$ cat src/bank_switch_mapper_with_scanline_irq_macros.svh
// Assertion macros shared by the mapper modules.
`ifndef BANK_SWITCH_MAPPER_WITH_SCANLINE_IRQ_MACROS_SVH
`define BANK_SWITCH_MAPPER_WITH_SCANLINE_IRQ_MACROS_SVH

`ifndef SYNTHESIS
// Same-cycle implication.
`define BSM_ASSERT_NOW(label, clk, rst, ante, cons) \
   label: assert property (@(posedge clk) disable iff (rst) (ante) |-> (cons)) \
      else $error("bsm: same-cycle check failed");
// Next-cycle implication.
`define BSM_ASSERT_NEXT(label, clk, rst, ante, cons) \
   label: assert property (@(posedge clk) disable iff (rst) (ante) |=> (cons)) \
      else $error("bsm: next-cycle check failed");
`else
`define BSM_ASSERT_NOW(label, clk, rst, ante, cons)
`define BSM_ASSERT_NEXT(label, clk, rst, ante, cons)
`endif

`endif

$ cat src/bsm_pkg.sv
// Types, codes and constants for the bank mapper.
package bsm_pkg;

   // Item kinds.
   localparam logic [1:0] OP_REG_WRITE  = 2'd0;
   localparam logic [1:0] OP_SRAM_WRITE = 2'd1;
   localparam logic [1:0] OP_SCANLINE   = 2'd2;

   // Register decode: only address bits 15..13 and 0 take part.
   localparam logic [15:0] ADDR_DECODE_MASK = 16'hE001;
   localparam logic [15:0] REG_BANK_SELECT  = 16'h8000;
   localparam logic [15:0] REG_BANK_DATA    = 16'h8001;
   localparam logic [15:0] REG_MIRRORING    = 16'hA000;
   localparam logic [15:0] REG_IRQ_LOAD_OFF = 16'hC000;
   localparam logic [15:0] REG_IRQ_LOAD_ON  = 16'hC001;
   localparam logic [15:0] REG_IRQ_DISABLE  = 16'hE000;
   localparam logic [15:0] REG_IRQ_ENABLE   = 16'hE001;

   // Select targets chosen by bank_select bits 2..0.
   localparam logic [2:0] SEL_CHR_PAIR0 = 3'd0;
   localparam logic [2:0] SEL_CHR_PAIR1 = 3'd1;
   localparam logic [2:0] SEL_CHR_1K0   = 3'd2;
   localparam logic [2:0] SEL_CHR_1K1   = 3'd3;
   localparam logic [2:0] SEL_CHR_1K2   = 3'd4;
   localparam logic [2:0] SEL_CHR_1K3   = 3'd5;
   localparam logic [2:0] SEL_PRG0      = 3'd6;
   localparam logic [2:0] SEL_PRG1      = 3'd7;

   localparam int PRG_SWAP_BIT = 6;
   localparam int CHR_SWAP_BIT = 7;

   localparam logic [7:0] CHR_PAIR_MASK    = 8'hFE;
   localparam logic [7:0] IRQ_RELOAD_VALUE = 8'hBE;
   localparam logic [8:0] LAST_VISIBLE_LINE = 9'd239;

   // Mirroring codes.
   localparam logic [1:0] MIR_VERTICAL    = 2'd0;
   localparam logic [1:0] MIR_HORIZONTAL  = 2'd1;
   localparam logic [1:0] MIR_FOUR_SCREEN = 2'd2;

   // Configuration port.
   localparam int CSR_INDEX_WIDTH = 1;
   localparam int CSR_DATA_WIDTH  = 9;
   localparam logic [CSR_INDEX_WIDTH-1:0] CSR_ROM_BANK_COUNT = 1'b0;
   localparam logic [CSR_INDEX_WIDTH-1:0] CSR_FOUR_SCREEN    = 1'b1;
   localparam logic [8:0] ROM_BANK_COUNT_RESET = 9'd32;

   typedef struct packed {
      logic [8:0] rom_bank_count;
      logic       four_screen;
   } bsm_cfg_type;

   typedef struct packed {
      logic [7:0]      bank_select;
      logic [1:0][7:0] prg_select;
      logic [5:0][7:0] chr_select;
      logic            override_active;
      logic [7:0]      override_bank;
      logic            mirror_horizontal;
      logic            irq_enable;
      logic [7:0]      irq_count;
      logic [7:0]      irq_reload;
   } bsm_state_type;

   localparam bsm_state_type STATE_RESET = '{
      bank_select:       8'd0,
      prg_select:        {8'd1, 8'd0},
      chr_select:        {8'd7, 8'd6, 8'd5, 8'd4, 8'd2, 8'd0},
      override_active:   1'b0,
      override_bank:     8'd0,
      mirror_horizontal: 1'b0,
      irq_enable:        1'b0,
      irq_count:         8'd0,
      irq_reload:        8'd0
   };

   typedef struct packed {
      logic [31:0] program_banks;
      logic [63:0] character_banks;
      logic [1:0]  mirroring;
      logic        irq_pulse;
   } bsm_result_type;

endpackage

$ cat src/bank_switch_mapper_with_scanline_irq.sv
// Top level of the bank mapper with scanline interrupt counter.
//
//   port group  direction  handshake            contents
//   req_*       in         req_valid/req_ready  register write, save-RAM write or line tick
//   rsp_*       out        rsp_valid/rsp_ready  bank maps, mirroring and IRQ pulse
//   csr_*       in         csr_write_en         rom_bank_count (0), four_screen (1)
//
// One item is accepted per cycle while req_ready is high; its result beat is registered.
// The state update and the bank layout are one combinational pass into the result buffer.
// A skid register lets input continue for one beat after rsp_ready drops; req_ready falls
// only when both result registers are full.
// Synchronous reset restores the power-on bank layout and a count of 32 program banks.
module bank_switch_mapper_with_scanline_irq (
   input  logic                                 clock,
   input  logic                                 reset,
   input  logic                                 req_valid,
   output logic                                 req_ready,
   input  logic [1:0]                           req_operation,
   input  logic [15:0]                          req_address,
   input  logic [7:0]                           req_data,
   input  logic [8:0]                           req_scanline,
   input  logic                                 req_rendering_on,
   output logic                                 rsp_valid,
   input  logic                                 rsp_ready,
   output logic [31:0]                          rsp_program_banks,
   output logic [63:0]                          rsp_character_banks,
   output logic [1:0]                           rsp_mirroring,
   output logic                                 rsp_irq_pulse,
   input  logic                                 csr_write_en,
   input  logic [bsm_pkg::CSR_INDEX_WIDTH-1:0]  csr_index,
   input  logic [bsm_pkg::CSR_DATA_WIDTH-1:0]   csr_data
);
   import bsm_pkg::*;

   logic           accept;
   logic           irq_fire;
   bsm_state_type  state_next;
   bsm_cfg_type    cfg;
   bsm_result_type result;
   bsm_result_type rsp_data;

   assign accept = req_valid && req_ready;

   bsm_regs u_regs (
      .clock        (clock),
      .reset        (reset),
      .accept       (accept),
      .operation    (req_operation),
      .address      (req_address),
      .data         (req_data),
      .scanline     (req_scanline),
      .rendering_on (req_rendering_on),
      .csr_write_en (csr_write_en),
      .csr_index    (csr_index),
      .csr_data     (csr_data),
      .state_next   (state_next),
      .cfg          (cfg),
      .irq_fire     (irq_fire)
   );

   bsm_layout u_layout (
      .state    (state_next),
      .cfg      (cfg),
      .irq_fire (irq_fire),
      .result   (result)
   );

   bsm_out_buf u_out_buf (
      .clock      (clock),
      .reset      (reset),
      .push       (accept),
      .push_data  (result),
      .push_ready (req_ready),
      .out_valid  (rsp_valid),
      .out_ready  (rsp_ready),
      .out_data   (rsp_data)
   );

   assign rsp_program_banks   = rsp_data.program_banks;
   assign rsp_character_banks = rsp_data.character_banks;
   assign rsp_mirroring       = rsp_data.mirroring;
   assign rsp_irq_pulse       = rsp_data.irq_pulse;

endmodule

$ cat src/bsm_regs.sv
// Mapper register file, configuration registers and scanline IRQ counter.
`include "bank_switch_mapper_with_scanline_irq_macros.svh"

module bsm_regs (
   input  logic                                 clock,
   input  logic                                 reset,
   input  logic                                 accept,
   input  logic [1:0]                           operation,
   input  logic [15:0]                          address,
   input  logic [7:0]                           data,
   input  logic [8:0]                           scanline,
   input  logic                                 rendering_on,
   input  logic                                 csr_write_en,
   input  logic [bsm_pkg::CSR_INDEX_WIDTH-1:0]  csr_index,
   input  logic [bsm_pkg::CSR_DATA_WIDTH-1:0]   csr_data,
   output bsm_pkg::bsm_state_type               state_next,
   output bsm_pkg::bsm_cfg_type                 cfg,
   output logic                                 irq_fire
);
   import bsm_pkg::*;

   bsm_state_type state_ff, state_in;
   bsm_cfg_type   cfg_ff, cfg_in;
   logic          irq_load;

   always_comb begin
      cfg_in = cfg_ff;
      if (csr_write_en) begin
         case (csr_index)
            CSR_ROM_BANK_COUNT: cfg_in.rom_bank_count = csr_data[8:0];
            CSR_FOUR_SCREEN:    cfg_in.four_screen = csr_data[0];
            default: ;
         endcase
      end
   end

   always_comb begin
      state_in = state_ff;
      irq_fire = 1'b0;
      irq_load = 1'b0;
      if (accept) begin
         case (operation)
            OP_REG_WRITE: begin
               case (address & ADDR_DECODE_MASK)
                  REG_BANK_SELECT: begin
                     state_in.bank_select = data;
                     state_in.override_active = 1'b0;
                  end
                  REG_BANK_DATA: begin
                     case (state_ff.bank_select[2:0])
                        SEL_CHR_PAIR0: state_in.chr_select[0] = data & CHR_PAIR_MASK;
                        SEL_CHR_PAIR1: state_in.chr_select[1] = data & CHR_PAIR_MASK;
                        SEL_CHR_1K0:   state_in.chr_select[2] = data;
                        SEL_CHR_1K1:   state_in.chr_select[3] = data;
                        SEL_CHR_1K2:   state_in.chr_select[4] = data;
                        SEL_CHR_1K3:   state_in.chr_select[5] = data;
                        SEL_PRG0: begin
                           state_in.prg_select[0] = data;
                           state_in.override_active = 1'b0;
                        end
                        SEL_PRG1: begin
                           state_in.prg_select[1] = data;
                           state_in.override_active = 1'b0;
                        end
                        default: ;
                     endcase
                  end
                  REG_MIRRORING: begin
                     if (!cfg_ff.four_screen) begin
                        state_in.mirror_horizontal = data[0];
                     end
                  end
                  REG_IRQ_LOAD_OFF: begin
                     irq_load = 1'b1;
                     state_in.irq_count = IRQ_RELOAD_VALUE;
                     state_in.irq_reload = IRQ_RELOAD_VALUE;
                     state_in.irq_enable = 1'b0;
                  end
                  REG_IRQ_LOAD_ON: begin
                     irq_load = 1'b1;
                     state_in.irq_count = IRQ_RELOAD_VALUE;
                     state_in.irq_reload = IRQ_RELOAD_VALUE;
                     state_in.irq_enable = 1'b1;
                  end
                  REG_IRQ_DISABLE: state_in.irq_enable = 1'b0;
                  REG_IRQ_ENABLE:  state_in.irq_enable = 1'b1;
                  default: ;
               endcase
            end
            OP_SRAM_WRITE: begin
               state_in.override_active = 1'b1;
               state_in.override_bank = data;
            end
            OP_SCANLINE: begin
               // The counter only moves on visible lines while rendering.
               if (state_ff.irq_enable && (scanline <= LAST_VISIBLE_LINE) && rendering_on) begin
                  if (state_ff.irq_count == 8'd0) begin
                     state_in.irq_count = state_ff.irq_reload;
                     irq_fire = 1'b1;
                  end else begin
                     state_in.irq_count = state_ff.irq_count - 8'd1;
                  end
               end
            end
            default: ;
         endcase
      end
   end

   always_ff @(posedge clock) begin
      if (reset) begin
         state_ff <= STATE_RESET;
         cfg_ff <= '{rom_bank_count: ROM_BANK_COUNT_RESET, four_screen: 1'b0};
      end else begin
         state_ff <= state_in;
         cfg_ff <= cfg_in;
      end
   end

   assign state_next = state_in;
   assign cfg = cfg_ff;

   `BSM_ASSERT_NOW(a_fire_only_on_tick, clock, reset, irq_fire, accept && (operation == OP_SCANLINE))
   `BSM_ASSERT_NEXT(a_sram_sets_override, clock, reset, accept && (operation == OP_SRAM_WRITE), state_ff.override_active)
   `BSM_ASSERT_NEXT(a_irq_load_value, clock, reset, irq_load, (state_ff.irq_count == IRQ_RELOAD_VALUE) && (state_ff.irq_reload == IRQ_RELOAD_VALUE))

endmodule

$ cat src/bsm_layout.sv
// Builds the program and character bank maps and mirroring from the mapper state.
module bsm_layout (
   input  bsm_pkg::bsm_state_type  state,
   input  bsm_pkg::bsm_cfg_type    cfg,
   input  logic                    irq_fire,
   output bsm_pkg::bsm_result_type result
);
   import bsm_pkg::*;

   logic [7:0]  last_minus2;
   logic [7:0]  last_minus1;
   logic [31:0] chr_pairs;
   logic [31:0] chr_singles;

   assign last_minus2 = cfg.rom_bank_count[7:0] - 8'd2;
   assign last_minus1 = cfg.rom_bank_count[7:0] - 8'd1;

   assign chr_pairs = {state.chr_select[1] + 8'd1, state.chr_select[1],
                       state.chr_select[0] + 8'd1, state.chr_select[0]};
   assign chr_singles = {state.chr_select[5], state.chr_select[4],
                         state.chr_select[3], state.chr_select[2]};

   always_comb begin
      // The save-RAM override maps a 16 KB pair; the doubling wraps to 8 bits.
      if (state.override_active) begin
         result.program_banks = {last_minus1, last_minus2,
                                 state.override_bank[6:0], 1'b1,
                                 state.override_bank[6:0], 1'b0};
      end else if (state.bank_select[PRG_SWAP_BIT]) begin
         result.program_banks = {last_minus1, state.prg_select[0],
                                 state.prg_select[1], last_minus2};
      end else begin
         result.program_banks = {last_minus1, last_minus2,
                                 state.prg_select[1], state.prg_select[0]};
      end

      if (state.bank_select[CHR_SWAP_BIT]) begin
         result.character_banks = {chr_pairs, chr_singles};
      end else begin
         result.character_banks = {chr_singles, chr_pairs};
      end

      if (cfg.four_screen) begin
         result.mirroring = MIR_FOUR_SCREEN;
      end else if (state.mirror_horizontal) begin
         result.mirroring = MIR_HORIZONTAL;
      end else begin
         result.mirroring = MIR_VERTICAL;
      end

      result.irq_pulse = irq_fire;
   end

endmodule

$ cat src/bsm_out_buf.sv
// Two-entry result buffer: an output register with a skid register behind it.
`include "bank_switch_mapper_with_scanline_irq_macros.svh"

module bsm_out_buf (
   input  logic                    clock,
   input  logic                    reset,
   input  logic                    push,
   input  bsm_pkg::bsm_result_type push_data,
   output logic                    push_ready,
   output logic                    out_valid,
   input  logic                    out_ready,
   output bsm_pkg::bsm_result_type out_data
);
   import bsm_pkg::*;

   logic           out_valid_ff, out_valid_in;
   logic           skid_valid_ff, skid_valid_in;
   bsm_result_type out_data_ff, out_data_in;
   bsm_result_type skid_data_ff, skid_data_in;
   logic           pop;

   assign pop = out_valid_ff && out_ready;
   assign push_ready = !skid_valid_ff;

   always_comb begin
      out_valid_in = out_valid_ff;
      skid_valid_in = skid_valid_ff;
      out_data_in = out_data_ff;
      skid_data_in = skid_data_ff;
      if (pop || !out_valid_ff) begin
         // The output slot frees up: the oldest waiting beat moves forward.
         if (skid_valid_ff) begin
            out_data_in = skid_data_ff;
            out_valid_in = 1'b1;
            skid_valid_in = push;
            skid_data_in = push_data;
         end else begin
            out_data_in = push_data;
            out_valid_in = push;
         end
      end else if (push) begin
         skid_data_in = push_data;
         skid_valid_in = 1'b1;
      end
   end

   always_ff @(posedge clock) begin
      if (reset) begin
         out_valid_ff <= 1'b0;
         skid_valid_ff <= 1'b0;
      end else begin
         out_valid_ff <= out_valid_in;
         skid_valid_ff <= skid_valid_in;
      end
      out_data_ff <= out_data_in;
      skid_data_ff <= skid_data_in;
   end

   assign out_valid = out_valid_ff;
   assign out_data = out_data_ff;

   `BSM_ASSERT_NOW(a_skid_behind_out, clock, reset, skid_valid_ff, out_valid_ff)

endmodule

$ cat config.mk
export PLATFORM = sky130hd
export DESIGN_NAME = bank_switch_mapper_with_scanline_irq
export DESIGN_NICKNAME = d
export VERILOG_FILES = /design/src/bsm_pkg.sv /design/src/bank_switch_mapper_with_scanline_irq.sv /design/src/bsm_regs.sv /design/src/bsm_layout.sv /design/src/bsm_out_buf.sv
export VERILOG_INCLUDE_DIRS = /design/src /design/src/src
export SDC_FILE = /design/constraint.sdc
export NUM_CORES = 1
export LEC_CHECK = 0
export ABC_AREA = 0
export BUFFER_PORTS_ARGS = -buffer_cell sky130_fd_sc_hd__clkbuf_2
export CAP_MARGIN = 10
export CORE_ASPECT_RATIO = 1.1
export CORE_MARGIN = 2
export CORE_UTILIZATION = 45
export DETAILED_ROUTE_END_ITERATION = 6
export GPL_ROUTABILITY_DRIVEN = 0
export GPL_TIMING_DRIVEN = 0
export PLACE_DENSITY = 0.64
export RECOVER_POWER = 25
export SKIP_LAST_GASP = 1
export SLEW_MARGIN = 20
export SYNTH_ARGS = -nofsm -noshare
export SYNTH_HDL_FRONTEND = slang
export SYNTH_SLANG_ARGS = --single-unit
$ cat constraint.sdc
create_clock -name clock -period 30.6 [get_ports clock]
set_input_delay 1.53 -clock clock [delete_from_list [all_inputs] [get_ports clock]]
set_output_delay 1.53 -clock clock [all_outputs]
set_load 0.05 [all_outputs]
# After elaboration in Yosys (flattened, before gate mapping)
# Cells that the tools add are included.
[classes]
bitwise = 1
n_reduce_logical = 25
muxes = 42
eq_ne = 19
magnitude_cmp = 1
add_sub_neg = 5
[op_table]
columns = ["cell", "count"]
rows = [
  ["99-bit two-way mux", 5],
  ["64-bit two-way mux", 2],
  ["8-bit two-way mux", 13],
  ["72-bit two-way mux", 1],
  ["24-bit two-way mux", 2],
  ["4-bit == test (second input constant)", 7],
  ["8-bit by 1-bit adder with 8-bit output (second input constant)", 2],
  ["16-bit two-way mux", 1],
  ["8-bit one-hot mux with 2 select lines", 1],
  ["8-bit by 1-bit subtractor with 8-bit output (second input constant)", 2],
  ["3-bit == test (second input constant)", 4],
  ["1-bit two-way mux", 12],
  ["9-bit by 8-bit <= comparator with 1-bit output (second input constant)", 1],
  ["3-bit AND reduction", 3],
  ["8-bit logical NOT", 1],
  ["2-bit AND reduction", 4],
  ["2-bit OR reduction", 4],
  ["8-bit by 2-bit subtractor with 8-bit output (second input constant)", 1],
  ["3-bit by 2-bit == test with 1-bit output (second input constant)", 2],
  ["1-bit one-hot mux with 2 select lines", 3],
  ["2-bit nonzero test", 3],
  ["1-bit logical AND", 4],
  ["2-bit two-way mux", 2],
  ["2-bit by 1-bit != test with 1-bit output (second input constant)", 2],
  ["other kinds (10)", 11],
]
[totals]
elab_cells = 122
regBits = 301
inputBits = 51
out_inout_bits = 101

# Logic depth before layout (Yosys ltp)
# Gate-level depths: netlist (run 1).
[depth]
word_depth = 10
ltp_mapped = 14
depth_no_buf = 10

# Cells and area by module
# From an unflattened synthesis (run 1), not the netlist that was laid out.
[hier_totals]
hier_cells = 1135
area_unflattened_um2 = 14317.5
[by_module_without_submodules]
columns = ["module", "area_per_inst_um2", "cells_per_inst", "n_inst", "seq_area_each_um2"]
rows = [
  ["bsm_out_buf", 7253.2, 319, 1, 5985.7],
  ["bsm_regs", 5500.3, 594, 1, 2182.1],
  ["bsm_layout", 1557.7, 221, 1, 0.0],
  ["bank_switch_mapper_with_scanline_irq", 6.3, 1, 1, 0.0],
]

# Worst setup path before layout (run 1)
# Ideal clock, no wire load.
[synth_timing]
path_type = "input to register"
startpoint = "input rsp_ready"
endpoint = "register u_out_buf.skid_data_ff[0] (netlist name) (enable)"
required_time_ns = 29.907
slack_ns = 18.864
cell_stages = 2
setup_time_ns = 0.693
path_buffers = 0
arrival_ns = 11.043
path_cell_list = "nand2b_1 -> o21ai_0"
[synth_via]
elab_chain_len = 4
word_cells_on_any_way = 5
cone_classes = "eq/ne: 1; reduce/logical: 4"
[synth_lines]
columns = ["element", "line", "text"]
rows = [
  ["start: declaration", "bank_switch_mapper_with_scanline_irq.sv:24", "input logic rsp_ready,"],
  ["1-bit logical AND (*)", "bsm_out_buf.sv:22", "assign pop = out_valid_ff && out_ready;"],
  ["1-bit logical OR (*)", "bsm_out_buf.sv:30", "if (pop || !out_valid_ff) begin"],
  ["2-bit by 1-bit != test with 1-bit output (no source line) / 2-bit nonzero test (equally long branches)", "-", ""],
  ["2-bit AND reduction (no source line) (*)", "-", ""],
  ["end signal: assignment", "bsm_out_buf.sv:56", "skid_data_ff <= skid_data_in;"],
  ["end: declaration", "bsm_out_buf.sv:19", "bsm_result_type skid_data_ff, skid_data_in;"],
]
# Every way passes the cells marked *; elsewhere a longest branch is shown, timed or not.
# A chain may end at the register's enable or synchronous reset.

# Worst setup path after layout (run 1)
[layout_timing]
startpoint = "input rsp_ready"
endpoint = "register u_out_buf.out_data_ff (netlist bit u_out_buf.out_data[52]) (enable)"
[layout_via]
elab_chain_len = 2
[layout_lines]
columns = ["element", "line", "text"]
rows = [
  ["1-bit logical AND", "bsm_out_buf.sv:22", ""],
  ["1-bit logical OR", "bsm_out_buf.sv:30", ""],
  ["end signal: assignment", "bsm_out_buf.sv:55", "out_data_ff <= out_data_in;"],
  ["end: declaration", "bsm_out_buf.sv:18", "bsm_result_type out_data_ff, out_data_in;"],
]
# Every way passes these cells.

==> metrics.txt, run 1 <==
share of cells above drive strength 1 0.170; pre-CTS WS 25660 ps; synthesized area per cell 11.1 sq um; Placed Instances 1719; fin util 0.530; Setup TNS 0 ps; CTS H-tree lvls 1; I/O pins 152; largest cells by area after synthesis edfxtp_1 44%, dfxtp_1 15%, mux2i_1 5.7%; sequential cell area 0.00793 sq mm; Sw Pwr 0.228 mW; # hold bufs at CTS 0; post-CTS setup buffer count 0; post-route insts no fill about 1800; RSZ-0062 raised after global routing false; register area share after synthesis 0.591; dpl hpwl 26000 microns; Total Wirelength 37200 microns; Post-synth ARST share 0; initial antenna violation count 2; Ys Warns 0; # DRC 0; GRT Overall Usage 0.237; hold depth 2; WL/cell around 21 microns; fillers about 2600; FF-to-FF Start u_out_buf.out_valid$_SDFFE_PP0N_; worst setup margin about 25000 ps; Root Buffer clkbuf_16; r2r endpoint u_out_buf.out_data[52]$_DFFE_PN_; Final Setup Violations 0; Antenna Cells 0; Hold Path Origin u_regs.state_ff[66]$_SDFF_PP0_; Main synth FF type edfxtp_1; Reg2Reg Depth 2; Pwr per Cell Area around 58 mW/mm^2; Post-CTS Resized 0; Die H between 150 and 200 microns; Num CTS Buffers 31; 1st-pass router iterations 5; f_max 0.182 GHz; Final Critical Period roughly 5500 ps; Final ANT Viol Nets 0; post-synthesis cell count 1213; Slew @ Worst Pin 3070 ps; Post-Syn Area about 0.013 sq mm; failing checks max-capacitance violations, max-slew violations; # Max-Cap Violations 2; largest net degree at the start of global routing 59; minimum hold slack 467 ps; crit end category flop; vias per cell 5.74; most frequent cells in the layout 198 x edfxtp_1, 163 x nor2_1, 147 x nand2_1, 114 x clkbuf_2, 99 x dfxtp_1; vias in the first global route between 9000 and 10000; startpoint types input port; die width 169 microns; clock transition at the registers of the reported paths roughly 60 ps; setup slack, reg-to-reg 25930 ps; first-pass GRT wire length 56500 microns; area occupied by multi-input gates just over 0.005 sq mm; switching part of the total 0.252; sequential power share 0.496; Clock Sink Count 297; Req. time, crit path approximately 31000 ps; vias post-DR between 10000 and 15000; Slew HR -1.04; critical path fanouts, max between 50 and 60; Worst Clk Skew roughly 8.8 ps; area share of the largest cell type after synthesis 0.443; Int Pwr 0.677 mW; Worst VDD drop between 0.03 and 0.04 mV; initial core utilization 0.455; Clock power frac 0.408; critical path class in2reg; run status finished with violations; Pins Over Slew Limit approximately 110; worst hold path type reg2reg; CTS tree done; Clock Latency Late Sink 560 ps; DRT iter0 DRCs 976; syn nets 1271; Final Hold Fails 0; final worst path period share 0.180; Hold Path End u_regs.state_ff[66]$_SDFF_PP0_; largest buffer count on any clock path 3; Leakage 5.86 nW; Layout area overhead 16.4%; Synth Register Bits 297; Logic pwr share 0.096; Crit path arrival time 5600 ps; row cnt 66; core area 0.0295 sq mm; most common cell after layout, fill and taps aside edfxtp_1; total gr overflow 0; EDFF count, synth 198; post-synthesis cell type count 71; Port-buffer cells 126; Yosys top cell by area edfxtp_1; die footprint 0.0312 sq mm; fin nets 1436
-- cell usage after synthesis, drive strengths merged (3+ instances only) --
library cell / instances
o31ai: 31
buf: 23
a211oi: 3
nor2b: 9
inv: 23
nor2: 164
nand2: 147
nand2b: 14
o32ai: 10
a221o: 6
o41ai: 20
mux2i: 77
or3: 4
nor4b: 3
o22ai: 8
a211o: 3
a21o: 9
nand4: 4
nor4: 11
mux2: 38
a221oi: 4
ha: 7
or4: 3
xor2: 11
o21ai: 27
nand3: 30
clkbuf: 54
dfxtp: 99
a21oi: 78
and2: 4
nor3: 43
or4b: 3
a21boi: 3
and4: 3
xnor2: 14
edfxtp: 198
-- stage by stage --
| step | instance area (sq um) | power, mW |
|---|---|---|
| global route | 15600 | 0.930 |
| floorplan | 13400 | 0.519 |
| CTS | 15700 | 0.909 |
| global placement | 14500 | 0.544 |
| finish | 15600 | 0.905 |
| detailed placement | 14700 | 0.544 |
-- final cells by class --
type,instances,share of cell area
Clock inverter,14,0.00745
Clock buffer,43,0.0558
Buffer,77,0.0207
Timing Repair Buffer,132,0.0477
Multi-Input combinational cell,815,0.325
Inverter,24,0.00577
Tap cell,374,0.0300
Sequential cell,297,0.508
-- kinds of logic (layout without fill, tap and decap cells) --
kind of cell               after synthesis  in the layout  share of synthesized area
AOI/OAI and AO/OA                      216            216                      0.109
muxes                                  115            115                     0.0893
buffers and inverters                  101            290                     0.0317
xor gates and xnor gates                25             25                     0.0163
DFF                                    297            297                      0.591
and+or+nand+nor                        452            452                      0.156
adders and majority gates                7              7                    0.00653
-- per-layer routing --
layer  part of all wire  vias to the layer above  track usage
met2               0.47                      427        0.392
met1               0.41                     4904        0.305
met5            0.00032                        -            0
li1                   -                     4764            -
met4              0.040                        2        0.102
met3              0.080                       95       0.0483
-- state kept, by name, indices dropped and copies added, names as in the netlist --
signal and count:
u_out_buf.out_data 99, u_out_buf.skid_data_ff 99, u_regs.state_ff 88, u_regs.cfg 9
u_out_buf.out_valid 1, u_out_buf.skid_valid_ff 1
-- worst max-delay path by stage --
stage	slack, ps	startpoint	cells after the start	end
final	25100	rsp_ready	3	u_out_buf.out_data[52]$_DFFE_PN_
after global routing	24580	rsp_ready	3	u_out_buf.out_data[52]$_DFFE_PN_
after CTS	26240	req_operation[0]	13	u_out_buf.out_data[31]$_DFFE_PN_
after detailed placement	25660	req_operation[0]	13	u_out_buf.out_data[31]$_DFFE_PN_
after floorplan	18860	rsp_ready	2	u_out_buf.skid_data_ff[0]$_DFFE_PP_
after global placement	11630	rsp_ready	3	u_out_buf.skid_data_ff[6]$_DFFE_PP_
-- critical path, cell delays in order --
cell      delay [ps]
clkbuf_2          70
nand2b_1        1660
clkbuf_1        2260
-- power by group through the flow --
stage / logic [mW] / registers [mW] / clock network, mW
2_1_floorplan: 0.0273 / 0.492 / 0
3_3_place_gp: 0.0844 / 0.460 / 0
3_5_place_dp: 0.0873 / 0.457 / 0
4_1_cts: 0.0878 / 0.448 / 0.373
5_1_grt: 0.0914 / 0.450 / 0.389
6_report: 0.0868 / 0.449 / 0.370
Power figures use the tool's default switching activity.
==> run 2: changes to the inputs <==
clock period = 5.4 ns   (was 30.6 ns; I/O delays follow)
==> run 2 against run 1 <==
  * The run still ends with max-capacitance violations, max-slew violations left
  * Critical endpoint is now u_out_buf.out_data[15]$_DFFE_PN_
  * Die area unchanged
  * First-iteration DRC count decreased by 19%
  * Largest cell class unchanged
  * Combinational power increased to 5.7 times the previous value
  * Sequential share of layout area decreased by 0.069 points
  * Flip-flop and latch count unchanged
  * Cell count increased by 0.51%
==> metrics.txt, run 2 (synthesized netlist as in run 1, its figures left out) <==
run status finished with violations; failing checks max-capacitance violations, max-slew violations; Req. time, crit path 5670 ps; Final ANT Viol Nets 0; most frequent cells in the layout 198 x edfxtp_1, 163 x nor2_1, 155 x clkbuf_1, 147 x nand2_1, 99 x dfxtp_1; die width 169 microns; share of cells above drive strength 1 0.117; largest buffer count on any clock path 3; fillers 2647; CP max stage cell o31ai_1; dpl hpwl around 26000 microns; critical path class reg2reg; sequential power share 0.498; Crit path arrival time 4140 ps; switching part of the total 0.248; initial antenna violation count 2; Final Hold Fails 0; WL/cell 21.0 microns; Slew HR -0.185; Clock Sink Count ~300; Hold Path Origin csr_index; Placed Instances 1720; Post-CTS Resized 0; Largest stage delay, worst path roughly 570 ps; fin area roughly 0.016 sq mm; vias post-DR 10180; first-pass GRT wire length 56500 microns; setup slack, reg-to-reg approximately 1500 ps; worst path cell trace buf_6, or4b_1, buf_4, buf_6, nor3_2, nand2_1, nand2_1, ha_1, nand3_1, xor2_1, mux2i_1, nor2_1, o31ai_1; post-CTS setup buffer count 0; I/O pins 152; # Max-Cap Violations 1; total gr overflow 0; # DRC 0; Int Pwr roughly 3.8 mW; vias in the first global route about 9800; Clock Latency Late Sink between 500 and 600 ps; Worst Clk Skew ~7.7 ps; worst hold path type in2reg; Sw Pwr 1.26 mW; largest net degree at the start of global routing 54; clock transition at the registers of the reported paths 60 ps; Hold Path End u_regs.cfg[0]$_SDFFE_PP0P_; Leakage 5.67 nW; Slew @ Worst Pin about 1800 ps; die footprint 0.0312 sq mm; Reg2Reg Depth 13; initial core utilization 0.455; Port-buffer cells 126; Worst VDD drop 0.215 mV; Root Buffer clkbuf_16; hold depth 4; Die H 185 microns; CTS tree done; critical path fanouts, max 10; startpoint types flop; Layout area overhead 16.6%; Final Setup Violations 0; f_max ~0.26 GHz; Total Wirelength roughly 37000 microns; row cnt 66; DRT iter0 DRCs 787; Setup TNS 0 ps; crit end category flop; fin nets 1445; RSZ-0062 raised after global routing false; r2r endpoint u_out_buf.out_data[15]$_DFFE_PN_; GRT Overall Usage 0.237; Clock power frac 0.406; most common cell after layout, fill and taps aside edfxtp_1; Pwr per Cell Area 326 mW/mm^2; Final Critical Period approximately 3900 ps; final worst path period share 0.716; FF-to-FF Start u_out_buf.skid_valid_ff$_SDFFE_PP0P_; Logic pwr share 0.097; Placed Area 0.0147 sq mm; Pins Over Slew Limit 30; vias per cell 5.70; core area just under 0.03 sq mm; Num CTS Buffers 30; post-route insts no fill 1785; CTS H-tree lvls 1; minimum hold slack 50.1 ps; 1st-pass router iterations 5
run 2: cell types whose count changed in the layout (fill, tap and decap cells not counted), sizes merged:
| cell | change |
|---|---|
| clkbuf | +2 |
| diode | +1 |
| clkinv | -6 |
| dlygate4sd3 | +9 |
| clkinvlp | -1 |
| buf | +4 |
run 2: critical path: cells and delay by family, from the launching register on:
family,cells,cell delay [ps]
AOI/OAI and AO/OA,1,570
xor gates and xnor gates,1,200
adders and majority gates,1,250
buffers and inverters,3,480
DFF,1,310
muxes,1,350
and+or+nand+nor,6,1430
run 2: final cells by class:
cell class / count / area, sq um / area share
Antenna cell: 1 / 2.50 / 0.000160
Buffer: 77 / 335 / 0.0214
Clock buffer: 48 / 890 / 0.0569
Clock inverter: 7 / 82.6 / 0.00528
Inverter: 24 / 90.1 / 0.00576
Multi-Input combinational cell: 815 / 5080 / 0.325
Sequential cell: 297 / 7930 / 0.507
Tap cell: 374 / 468 / 0.0299
Timing Repair Buffer: 142 / 767 / 0.0490
run 2: worst max path at each step:
| stage | cells after the start | from | endpoint | slack [ps] |
|---|---|---|---|---|
| final | 13 | u_out_buf.skid_valid_ff$_SDFFE_PP0P_ | u_out_buf.out_data[15]$_DFFE_PN_ | 1530 |
| after global routing | 13 | u_out_buf.skid_valid_ff$_SDFFE_PP0P_ | u_out_buf.out_data[15]$_DFFE_PN_ | 1380 |
| after CTS | 13 | u_out_buf.skid_valid_ff$_SDFFE_PP0P_ | u_out_buf.out_data[31]$_DFFE_PN_ | 1700 |
| after detailed placement | 13 | u_out_buf.skid_valid_ff$_SDFFE_PP0P_ | u_out_buf.out_data[31]$_DFFE_PN_ | 1710 |
| after global placement | 3 | rsp_ready | u_out_buf.skid_data_ff[8]$_DFFE_PP_ | -710 |
| after floorplan | 2 | u_out_buf.out_valid$_SDFFE_PP0N_ | u_out_buf.skid_data_ff[0]$_DFFE_PP_ | 770 |
run 2: power groups by stage:
stage	clock network (mW)	registers, mW	logic, mW
after CTS	2.10	2.54	0.507
after detailed placement	0	2.59	0.500
after global placement	0	2.59	0.481
after floorplan	0	2.78	0.156
final	2.07	2.54	0.492
after global routing	2.19	2.54	0.519
run 2: layer usage:
layer,vias up,track usage,share of wire
met2,412,0.397,0.47
li1,4783,-,-
met3,97,0.0410,0.068
met4,0,0.103,0.043
met5,-,0,0
met1,4888,0.305,0.42
run 2: timing repair:
action                     CTS  global route
setup endpoints to repair    0             0
hold endpoints to repair     9             0
hold buffers                 9             0
run 2: per-stage QoR:
stage | worst slack (ps) | power, mW | utilization
detailed placement | 1710 | 3.09 | 0.499
CTS | 1700 | 5.15 | 0.535
finish | 1530 | 5.10 | 0.530
global route | 1380 | 5.25 | 0.530
global placement | -714 | 3.07 | 0.493
floorplan | 768 | 2.93 | -
==> run 3: changes to the inputs <==
clock period = 3.9 ns   (was 5.4 ns; I/O delays follow)
==> run 3 against run 2 <==
  * The run now ends clean
  * Core utilization grew 0.68 points
  * Sequential power increased by 39%
  * Setup slack got worse by 1300 ps
  * Via count grew 0.20%
  * Wire length shrank 0.54%
  * Cell area up 1.3%
  * Largest power group unchanged
==> metrics.txt, run 3 (synthesized netlist as in run 1, its figures left out) <==
largest buffer count on any clock path 3; fillers 2632; die width about 170 microns; 1st-pass router iterations 7; share of cells above drive strength 1 0.120; critical path class reg2reg; Slew HR 0.278; Die H around 190 microns; # DRC 0; RSZ-0062 raised after global routing false; post-CTS setup buffer count 0; most common cell after layout, fill and taps aside edfxtp_1; Final ANT Viol Nets 0; Clock Latency Late Sink roughly 570 ps; most frequent cells in the layout 198 x edfxtp_1, 163 x nor2_1, 153 x clkbuf_1, 147 x nand2_1, 99 x dfxtp_1; setup slack, reg-to-reg 230 ps; fin nets 1448; Layout area overhead 18.1%; I/O pins 152; pre-CTS WS 233 ps; vias in the first global route 9842; CP top delay family simple AND/OR/NAND/NOR gates; CP most frequent cell mux2i_1; startpoint types flop; Worst VDD drop approximately 0.29 mV; Total Wirelength between 30000 and 40000 microns; Crit path arrival time 4050 ps; Hold Path End u_regs.state_ff[91]$_SDFFE_PP0P_; CTS H-tree lvls 1; vias per cell 5.70; Hold Path Origin req_data[0]; hold depth 3; first-pass GRT wire length 56500 microns; GRT Overall Usage 0.237; Pins Over Slew Limit 0; Final Setup Violations 0; largest net degree at the start of global routing 58; die footprint roughly 0.031 sq mm; Clock Sink Count 297; r2r endpoint u_out_buf.out_data[31]$_DFFE_PN_; Num CTS Buffers 31; # Max-Cap Violations 0; worst setup margin 233 ps; Pwr per Cell Area 472 mW/mm^2; Port-buffer cells roughly 130; Req. time, crit path 4290 ps; fin area approximately 0.016 sq mm; minimum hold slack 41.8 ps; Placed Area 0.0147 sq mm; initial antenna violation count 1; Root Buffer clkbuf_16; Final Critical Period 3670 ps; clock transition at the registers of the reported paths 60 ps; vias post-DR 10200; core area a little under 0.03 sq mm; initial core utilization 0.455; WL/cell roughly 21 microns; dpl hpwl 25900 microns; CTS tree done; Largest stage delay, worst path 500 ps; row cnt 66; final worst path period share 0.940; Reg2Reg Depth 13; crit end category flop; run status finished clean; Worst Clk Skew 16.2 ps; worst path bufs/invs 4; DRT iter0 DRCs 898; f_max 0.273 GHz; Slew @ Worst Pin 1070 ps; worst path cell trace buf_6, or4b_1, buf_4, or4_1, buf_2, mux2i_1, inv_1, ha_1, nand3_1, xor2_1, mux2i_1, nor2_1, o31ai_1; worst hold path type in2reg; FF-to-FF Start u_out_buf.skid_valid_ff$_SDFFE_PP0P_; critical path fanouts, max 9; CP max stage cell or4b_1; Leakage between 5 and 6 nW; total gr overflow 0; Final Hold Fails 0
[run 3: cell types whose count changed in the layout (fill, tap and decap cells not counted), sizes merged]
| cell | delta |
|---|---|
| clkbuf | -11 |
| clkinv | +3 |
| clkinvlp | +3 |
| inv | +1 |
| dlygate4sd3 | +3 |
| bufinv | +6 |
[run 3: where the power goes]
part | total (mW) | switching, mW | internal, mW | leakage [nW]
Sequential | 3.52 | 0.0379 | 3.48 | 2.72
Combinational | 0.681 | 0.529 | 0.151 | 2.48
Clock | 3.28 | 1.25 | 2.02 | 0.547
Total | 7.47 | 1.82 | 5.65 | 5.75
[run 3: area by class of cell]
cell class,count,area (sq um),area share
diodes,1,2.50,0.000158
plain buffers,77,335,0.0212
clock buffers,38,822,0.0519
clock inverters,20,313,0.0197
inverters,24,90.1,0.00569
multi-input cells,815,5080,0.321
flip-flops and latches,297,7930,0.500
well taps,374,468,0.0295
repair buffers,144,798,0.0504
[run 3: worst reg2reg max path: cells and delay by family (launching register included)]
| family | cells | cell delay [ps] |
|---|---|---|
| muxes | 2 | 700 |
| buffers and inverters | 4 | 600 |
| xor gates and xnor gates | 1 | 100 |
| DFF | 1 | 310 |
| AOI/OAI and AO/OA | 1 | 300 |
| and+or+nand+nor | 4 | 1210 |
| adders and majority gates | 1 | 270 |
[run 3: stage by stage]
stage	util	setup TNS [ps]	total power, mW	std cells
floorplan	-	0	4.06	1213
global placement	0.493	-54090	4.25	1713
detailed placement	0.499	0	4.27	1719
CTS	0.541	0	7.53	1789
global route	0.537	0	7.69	1789
finish	0.537	0	7.47	1790
[run 3: worst max-delay path by stage]
stage	start	endpoint	slack [ps]	cells past startpoint
2_1_floorplan	u_out_buf.out_valid$_SDFFE_PP0N_	u_out_buf.skid_data_ff[0]$_DFFE_PP_	270	2
3_3_place_gp	u_out_buf.out_valid$_SDFFE_PP0N_	u_out_buf.skid_data_ff[4]$_DFFE_PP_	-560	2
3_5_place_dp	u_out_buf.skid_valid_ff$_SDFFE_PP0P_	u_out_buf.out_data[31]$_DFFE_PN_	230	13
4_1_cts	u_out_buf.skid_valid_ff$_SDFFE_PP0P_	u_out_buf.out_data[31]$_DFFE_PN_	220	13
5_1_grt	u_out_buf.skid_valid_ff$_SDFFE_PP0P_	u_out_buf.out_data[31]$_DFFE_PN_	30	13
6_report	u_out_buf.skid_valid_ff$_SDFFE_PP0P_	u_out_buf.out_data[31]$_DFFE_PN_	230	13
[run 3: metal layers]
layer | up-vias | global-route usage | routed length, microns
met4 | 0 | 0.0845 | 1310
met1 | 4920 | 0.304 | 15200
li1 | 4801 | - | -
met2 | 391 | 0.412 | 18100
met5 | - | 0 | 0
met3 | 88 | 0.0333 | 2690
[run 3: repair_timing]
action,CTS,global route
gates resized for setup,0,0
endpoints found under the hold margin,10,0
hold buffers,12,0
